File: config.mk
export PLATFORM = sky130hd
export DESIGN_NAME = sha1_hash_engine_unit
export DESIGN_NICKNAME = d
export VERILOG_FILES = /design/src/sha1_pkg.sv /design/src/sha1_buf.sv /design/src/sha1_core.sv /design/src/sha1_hash_engine_unit.sv
export SDC_FILE = /design/constraint.sdc
export NUM_CORES = 2
export LEC_CHECK = 0
export ABC_AREA = 1
export BUFFER_PORTS_ARGS = -buffer_cell sky130_fd_sc_hd__buf_2
export CORE_MARGIN = 2
export CORE_UTILIZATION = 61
export CTS_CLUSTER_DIAMETER = 40
export DETAILED_ROUTE_END_ITERATION = 6
export PLACE_DENSITY_LB_ADDON = 0.05
export SETUP_SLACK_MARGIN = 0.15
export SYNTH_ARGS = -nofsm -noshare
export SYNTH_HDL_FRONTEND = slang
export SYNTH_HIERARCHICAL = 1
export SYNTH_SLANG_ARGS = --single-unit
File: constraint.sdc
create_clock -name clk -period 28.8 [get_ports clk]
set_input_delay 4.32 -clock clk [delete_from_list [all_inputs] [get_ports clk]]
set_output_delay 4.32 -clock clk [all_outputs]
set_load 0.01 [all_outputs]
File: src/sha1_pkg.sv
// Shared types, constants and round functions for the SHA-1 engine.
package sha1_pkg;

  typedef logic [31:0] word_t;
  typedef logic [4:0][31:0] hash_t;

  typedef enum logic [1:0] {
    ST_IDLE,
    ST_PAD,
    ST_COMP,
    ST_OUT
  } state_t;

  typedef struct packed {
    logic start;
    logic restart;
  } core_ctl_t;

  localparam hash_t H_INIT = {32'hC3D2E1F0, 32'h10325476, 32'h98BADCFE,
                              32'hEFCDAB89, 32'h67452301};

  localparam word_t K0 = 32'h5A827999;
  localparam word_t K1 = 32'h6ED9EBA1;
  localparam word_t K2 = 32'h8F1BBCDC;
  localparam word_t K3 = 32'hCA62C1D6;

  localparam logic [7:0] PAD_BYTE = 8'h80;
  localparam int unsigned ROUNDS = 80;
  localparam int unsigned WORDS_PER_BLOCK = 16;

  function automatic word_t round_k(input logic [6:0] rnd);
    word_t k;
    if (rnd < 7'd20) begin
      k = K0;
    end else if (rnd < 7'd40) begin
      k = K1;
    end else if (rnd < 7'd60) begin
      k = K2;
    end else begin
      k = K3;
    end
    return k;
  endfunction

  function automatic word_t round_f(input logic [6:0] rnd, input word_t b,
                                    input word_t c, input word_t d);
    word_t f;
    if (rnd < 7'd20) begin
      f = (b & c) | (~b & d);
    end else if (rnd < 7'd40) begin
      f = b ^ c ^ d;
    end else if (rnd < 7'd60) begin
      f = (b & c) | (b & d) | (c & d);
    end else begin
      f = b ^ c ^ d;
    end
    return f;
  endfunction

endpackage

File: src/sha1_buf.sv
// Block buffer: sixteen 32-bit words, one write port, one registered read port.
module sha1_buf (
  input  logic                clk,
  input  logic                we,
  input  logic [3:0]          waddr,
  input  sha1_pkg::word_t     wdata,
  input  logic [3:0]          raddr,
  output sha1_pkg::word_t     rdata
);
  import sha1_pkg::*;

  word_t mem [WORDS_PER_BLOCK];

  always_ff @(posedge clk) begin
    if (we) begin
      mem[waddr] <= wdata;
    end
    rdata <= mem[raddr];
  end

endmodule

File: src/sha1_core.sv
// Compression core: one SHA-1 round per cycle over the buffered block, holds h0..h4.
module sha1_core (
  input  logic                clk,
  input  logic                rst,
  input  sha1_pkg::core_ctl_t ctl,
  input  sha1_pkg::word_t     rd_data,
  output logic [3:0]          rd_addr,
  output logic                done,
  output sha1_pkg::hash_t     digest
);
  import sha1_pkg::*;

  logic       prime;
  logic       run;
  logic       fin;
  logic [6:0] rnd;
  word_t      a, b, c, d, e;
  word_t      win [WORDS_PER_BLOCK];
  word_t      mix;
  word_t      w;
  word_t      t;
  hash_t      h;

  assign mix     = win[13] ^ win[8] ^ win[2] ^ win[0];
  assign w       = (rnd < 7'd16) ? rd_data : {mix[30:0], mix[31]};
  assign t       = {a[26:0], a[31:27]} + round_f(rnd, b, c, d) + e + round_k(rnd) + w;
  assign rd_addr = prime ? 4'd0 : rnd[3:0] + 4'd1;
  assign done    = fin;
  assign digest  = h;

  always_ff @(posedge clk) begin
    if (rst) begin
      prime <= 1'b0;
      run   <= 1'b0;
      fin   <= 1'b0;
      rnd   <= '0;
      h     <= H_INIT;
    end else begin
      fin <= 1'b0;
      if (ctl.restart) begin
        h <= H_INIT;
      end
      if (ctl.start) begin
        prime <= 1'b1;
        rnd   <= '0;
      end
      if (prime) begin
        prime <= 1'b0;
        run   <= 1'b1;
      end
      if (run) begin
        rnd <= rnd + 7'd1;
        if (rnd == 7'(ROUNDS - 1)) begin
          run <= 1'b0;
          fin <= 1'b1;
        end
      end
      if (fin) begin
        h[0] <= h[0] + a;
        h[1] <= h[1] + b;
        h[2] <= h[2] + c;
        h[3] <= h[3] + d;
        h[4] <= h[4] + e;
      end
    end
  end

  always_ff @(posedge clk) begin
    if (ctl.start) begin
      a <= h[0];
      b <= h[1];
      c <= h[2];
      d <= h[3];
      e <= h[4];
    end else if (run) begin
      a <= t;
      b <= a;
      c <= {b[1:0], b[31:2]};
      d <= c;
      e <= d;
    end
    if (run) begin
      for (int i = 0; i < WORDS_PER_BLOCK - 1; i++) begin
        win[i] <= win[i + 1];
      end
      win[WORDS_PER_BLOCK - 1] <= w;
    end
  end

endmodule

File: src/sha1_hash_engine_unit.sv
// SHA-1 engine top level: byte intake, padding sequencer and digest output.
//
//   channel | signals                                   | handshake
//   --------+-------------------------------------------+-----------------------
//   in      | data_byte, byte_present, end_of_message   | in_valid / in_ready
//   out     | digest_word, word_index, last_word        | out_valid / out_ready
//
// Bytes are taken in the idle state; a byte that fills the 64-byte block holds in_ready low
// through the read prime, 80 rounds on the block buffer and the chaining add.
// End of message writes the remaining pad words of the block, one a cycle, then
// compresses; with 56 or more bytes buffered a second 16-word block follows.
// The five digest words then go out one per accepted request; out stalls hold.
// rst is synchronous, active high, and restores the initial chaining values.
module sha1_hash_engine_unit (
  input  logic        clk,
  input  logic        rst,
  input  logic        in_valid,
  output logic        in_ready,
  input  logic [7:0]  data_byte,
  input  logic        byte_present,
  input  logic        end_of_message,
  output logic        out_valid,
  input  logic        out_ready,
  output logic [31:0] digest_word,
  output logic [2:0]  word_index,
  output logic        last_word
);
  import sha1_pkg::*;

  state_t      state;
  state_t      state_next;
  logic [5:0]  fill;
  logic [5:0]  fill_new;
  logic [63:0] len;
  logic [3:0]  widx;
  logic [2:0]  oidx;
  logic        fin_pend;
  logic        padded;
  logic        last_blk;
  logic        spill;
  word_t       acc;
  word_t       acc_merged;
  word_t       pad_word;
  word_t       part_word;
  logic        mem_we;
  logic [3:0]  mem_waddr;
  word_t       mem_wdata;
  logic [3:0]  mem_raddr;
  word_t       mem_rdata;
  core_ctl_t   ctl;
  logic        done;
  hash_t       digest;
  logic        accept;

  sha1_buf u_buf (
    .clk   (clk),
    .we    (mem_we),
    .waddr (mem_waddr),
    .wdata (mem_wdata),
    .raddr (mem_raddr),
    .rdata (mem_rdata)
  );

  sha1_core u_core (
    .clk     (clk),
    .rst     (rst),
    .ctl     (ctl),
    .rd_data (mem_rdata),
    .rd_addr (mem_raddr),
    .done    (done),
    .digest  (digest)
  );

  assign accept   = in_valid && in_ready;
  assign fill_new = byte_present ? fill + 6'd1 : fill;
  assign spill    = !padded && (fill[5:3] == 3'b111);

  always_comb begin
    acc_merged = acc;
    part_word  = '0;
    for (int l = 0; l < 4; l++) begin
      if (fill[1:0] == 2'(l)) begin
        acc_merged[31 - 8 * l -: 8] = data_byte;
        part_word[31 - 8 * l -: 8]  = PAD_BYTE;
      end else if (fill[1:0] > 2'(l)) begin
        part_word[31 - 8 * l -: 8]  = acc[31 - 8 * l -: 8];
      end
    end
  end

  always_comb begin
    pad_word = '0;
    if (!padded && widx == fill[5:2]) begin
      pad_word = part_word;
    end else if (!spill && widx == 4'd14) begin
      pad_word = len[63:32];
    end else if (!spill && widx == 4'd15) begin
      pad_word = len[31:0];
    end
  end

  always_comb begin
    state_next = state;
    case (state)
      ST_IDLE: begin
        if (in_valid) begin
          if (byte_present && fill == 6'd63) begin
            state_next = ST_COMP;
          end else if (end_of_message) begin
            state_next = ST_PAD;
          end
        end
      end
      ST_PAD: begin
        if (widx == 4'd15) begin
          state_next = ST_COMP;
        end
      end
      ST_COMP: begin
        if (done) begin
          if (last_blk) begin
            state_next = ST_OUT;
          end else if (fin_pend) begin
            state_next = ST_PAD;
          end else begin
            state_next = ST_IDLE;
          end
        end
      end
      ST_OUT: begin
        if (out_ready && oidx == 3'd4) begin
          state_next = ST_IDLE;
        end
      end
      default: state_next = ST_IDLE;
    endcase
  end

  always_comb begin
    in_ready    = (state == ST_IDLE);
    out_valid   = (state == ST_OUT);
    mem_we      = 1'b0;
    mem_waddr   = widx;
    mem_wdata   = pad_word;
    ctl.start   = (state_next == ST_COMP) && (state != ST_COMP);
    ctl.restart = (state == ST_OUT) && out_ready && (oidx == 3'd4);
    case (state)
      ST_IDLE: begin
        mem_we    = in_valid && byte_present && (fill[1:0] == 2'd3);
        mem_waddr = fill[5:2];
        mem_wdata = acc_merged;
      end
      ST_PAD: begin
        mem_we = 1'b1;
      end
      default: mem_we = 1'b0;
    endcase
  end

  assign digest_word = digest[oidx];
  assign word_index  = oidx;
  assign last_word   = (oidx == 3'd4);

  always_ff @(posedge clk) begin
    if (rst) begin
      state    <= ST_IDLE;
      fill     <= '0;
      len      <= '0;
      widx     <= '0;
      oidx     <= '0;
      fin_pend <= 1'b0;
      padded   <= 1'b0;
      last_blk <= 1'b0;
    end else begin
      state <= state_next;
      case (state)
        ST_IDLE: begin
          if (in_valid) begin
            if (byte_present) begin
              fill <= fill + 6'd1;
              len  <= len + 64'd8;
            end
            if (byte_present && fill == 6'd63) begin
              fin_pend <= end_of_message;
              last_blk <= 1'b0;
            end else if (end_of_message) begin
              widx <= fill_new[5:2];
            end
          end
        end
        ST_PAD: begin
          widx <= widx + 4'd1;
          if (widx == 4'd15) begin
            if (spill) begin
              fin_pend <= 1'b1;
              padded   <= 1'b1;
              last_blk <= 1'b0;
            end else begin
              last_blk <= 1'b1;
            end
          end
        end
        ST_COMP: begin
          oidx <= '0;
          if (done && !last_blk && fin_pend) begin
            fin_pend <= 1'b0;
            widx     <= '0;
          end
        end
        ST_OUT: begin
          if (out_ready) begin
            oidx <= oidx + 3'd1;
            if (oidx == 3'd4) begin
              oidx     <= '0;
              fill     <= '0;
              len      <= '0;
              fin_pend <= 1'b0;
              padded   <= 1'b0;
              last_blk <= 1'b0;
            end
          end
        end
        default: state <= ST_IDLE;
      endcase
    end
  end

  always_ff @(posedge clk) begin
    if (accept && byte_present) begin
      acc <= acc_merged;
    end
  end

  a_no_overlap: assert property (@(posedge clk) disable iff (rst)
    !(in_ready && out_valid))
    else $error("input and output active together");

  a_index_range: assert property (@(posedge clk) disable iff (rst)
    out_valid |-> (word_index <= 3'd4))
    else $error("digest word index out of range");

  a_back_to_idle: assert property (@(posedge clk) disable iff (rst)
    (out_valid && out_ready && last_word) |=> in_ready)
    else $error("engine not idle after last digest word");

  a_pad_ends_in_comp: assert property (@(posedge clk) disable iff (rst)
    (state == ST_PAD && widx == 4'd15) |=> (state == ST_COMP))
    else $error("pad block not handed to compression");

endmodule
==> metrics.md <==
| Metric | Value |
|---|---|
| GPL Wtd Cong | 1.06 |
| Fin util | 68.0% |
| Share of layout cells above drive strength 1 | 6.87% |
| Post-cts gate resize count | 0 |
| Multi-input logic area | 28900 µm² |
| HP Class | reg -> reg |
| DPL Wire Length | 165000 µm |
| Main synth FF type | edfxtp_1 |
| PortBufs | 51 |
| CP peak stage delay | 0.88 ns |
| CP bufs+invs | 3 |
| First-pass GRT wire length | 349000 µm |
| WP depth | 5 |
| Max_cap viols | 0 |
| Sequential standard cell area | 42200 µm² |
| Critical path startpoint | word_index[1] |
| Final WL | 238000 µm |
| Final nets | 8832 |
| Skew final | 0.0463 ns |
| Die ar. | 129000 µm² |
| Crit path kind | reg -> out |
| Worst Tran Pin Value | 1.26 ns |
| Failing checks | design-rule violations |
| CTS tree | yes |
| DIE HEIGHT | 359 µm |
| Setup bufs post-CTS | 0 |
| Crit Path Max Fanout | 63 |
| Longest Clk Path Bufs | 3 |
| Run status | finished, violations left |
| Number of DRC markers in iteration 0 | 7436 |
| Later-pin clock latency in the skew report | 0.82 ns |
| Vias | 60800 |
| Synthesis-to-layout area growth | 10.9% |
| H-tree Lvls | 4 |
| Reg2Reg Depth | 25 |
| CP arrival | 3.55 ns |
| Reg clk slew, reported paths | 0.06 ns |
| TNS Setup | 0 ns |
| Yosys cell types | 60 |
| Final period util | 27.3% |
| Worst VDD drop | 0.0986 mV |
| Post-synthesis register bit count | 1497 |
| Cell family with most CP delay | buffers and inverters |
| Final setup fails | 0 |
| Gr usage total | 36.7% |
| 1st-pass router iterations | 7 |
| R2r setup slk | 22.13 ns |
| CP Cell Sequence | inv_2, buf_4, nand2_1, o21ai_0, buf_2 |
| DRC | 1 |
| Asr flop ratio synth | 0% |
| Core Rows | 130 |
| Inserted Clock Buffers | 195 |
| RR Endpoint | u_core/a[25] |
| Initial Util | 61.3% |
| CP startpoint kind | register |
| Hold Path Origin | u_core/win[0][248] |
| Seq/Total Area, Yosys | 54.9% |
| R2R Path Start | u_core/rnd[4] |
| Initial antenna violation count | 16 |
| Power per cell area | 97.2 nW/µm² |
| # IOs | 52 |
| Syn Std Cell Area | 76700 µm² |
| Crit path max-delay cell type | nand2_1 |
| Area share of the largest cell type after synthesis | 47.6% |
| Slew Limit Headroom | 16.2% |
| Synth area leader | edfxtp_1 |
| Fillers | 9780 |
| RSZ-0062 raised after global routing | false |
| Synth Warn # | 6 |
| Max-slew violations | 0 |
| Mean post-synth cell area | 9.09 µm² |
| WP data required | 24.48 ns |
| Wirelength per Cell | 23.1 µm |
| Most area-consuming cells after synthesis | edfxtp_1 (48%), nand2_1 (11%), dfxtp_1 (7.3%) |
| Min cycle time layout | 7.87 ns |
| Final Hold Viols | 0 |
| Core region area | 125000 µm² |
| Total gr overflow | 0 |
| Number of global-route vias before repair | 56300 |
| Post-Synthesis Cells | 8446 |
| Static Leak | 34.8 nW |
| Crit path to | digest_word[5] |
| DR vias/cell | 5.89 |
| Synthesized Nets | 8793 |
| Number of synthesized flops with an enable pin | 1216 |
| Fmax | 127 MHz |
| Critical Path End Type | output pin |
| Antenna Nets Post-Route | 0 |
| Clk root buf | clkbuf_16 |
| Cts hold-fix bufs | 0 |
| Pin count of the biggest net entering global routing | 240 |
| Clk sinks | 1497 |
| Die width | 359 µm |
## stage by stage
stage	hold slack (ns)	worst slack (ns)	cells	cell area (µm²)	total power [mW]
after floorplan	0.400	13.00	8446	76700	4.73
after global placement	0.400	21.14	9938	78300	5.69
after detailed placement	0.405	21.13	9938	78300	5.72
after CTS	0.400	21.03	10300	85100	8.21
after global routing	0.408	20.85	10300	85100	8.67
final	0.399	20.93	10300	85100	8.28
## registers in the layout, indices dropped and copies added (netlist names), 32 cells and up
signal	count
u_buf/mem	512
u_buf/rdata	32
u_core/b	32
u_core/c	32
u_core/a	32
acc	32
len	61
u_core/d	32
u_core/e	32
u_core/digest	160
u_core/win	512
## synthesized netlist by cell type (32+ instances only)
cell      count
a21oi_1     440
nor3_1       50
ha_1        208
buf_6        36
nand4_1      78
fa_1        125
buf_2        67
or2_2        50
inv_1      1175
nor2_1      493
edfxtp_1   1216
o21ai_0     459
dfxtp_1     281
buf_1        38
xnor2_1      79
clkbuf_1    118
nand3_1     827
nand2_1    2324
xor2_1       32
## cells in the final DEF (no fill, tap or decap), types with 78 or more instances in the layout
cell type     n
o21ai_0     459
nor2_1      471
xnor2_1      79
a21oi_1     440
fa_1        125
inv_1      1171
ha_1        207
edfxtp_1   1216
clkbuf_16   200
dfxtp_1     278
nand4_1      78
nand2_1    2324
nand3_1     827
## routing by layer
metal	share of wire [%]	wire length (µm)	GRT usage (%)
met5	0.037	88	0
met4	6.5	15500	21.4
met1	39	93200	49.2
met2	45	107000	56.7
met3	9.4	22500	6.18
## cell families (layout without fill, tap and decap cells)
family,count (synthesis),in the layout,share of synthesized area [%]
AND/OR/NAND/NOR,3923,3923,21.5
AO/OA/AOI/OAI,1117,1117,7.92
buffers and inverters,1465,1675,7.71
adder cells (fa/ha/maj),333,333,6.65
other,0,4,0
flip-flops,1497,1497,54.9
XOR/XNOR,111,111,1.27
## worst min-delay path by stage
stage | endpoint | slack [ns] | cells after the start
finish | u_core/win[0][216] | 0.40 | 0
global route | u_core/win[0][67] | 0.41 | 0
CTS | u_core/win[1][206] | 0.40 | 0
detailed placement | u_core/win[0][131] | 0.40 | 0
global placement | u_core/win[0][130] | 0.40 | 0
floorplan | u_core/win[0][0] | 0.40 | 0
## worst register-to-register path: cells and delay by family, from the launching register on
family | cells | cell delay (ns)
simple gates | 13 | 2.44
flops | 1 | 0.40
buf+inv | 6 | 1.11
compound gates | 2 | 0.77
fa+ha+maj | 4 | 1.73
## report_power, final
| part | leakage [nW] | internal (mW) | switching, mW | total (mW) |
|---|---|---|---|---|
| Clock | 3.27 | 1.49 | 0.997 | 2.49 |
| Combinational | 18.2 | 0.929 | 2.12 | 3.05 |
| Sequential | 13.3 | 2.61 | 0.128 | 2.74 |
| Total | 34.8 | 5.03 | 3.24 | 8.28 |
## area by class of cell
| class | instances | area share, % |
|---|---|---|
| tap | 1650 | 2.42 |
| inverter | 1193 | 5.28 |
| sequential | 1497 | 49.5 |
| clock inverter | 131 | 1.81 |
| multi-input combinational | 5484 | 33.9 |
| timing repair buffer | 114 | 0.902 |
| antenna | 4 | 0.0118 |
| clock buffer | 237 | 6.16 |
Note: power is estimated with default switching activity, not from simulation.
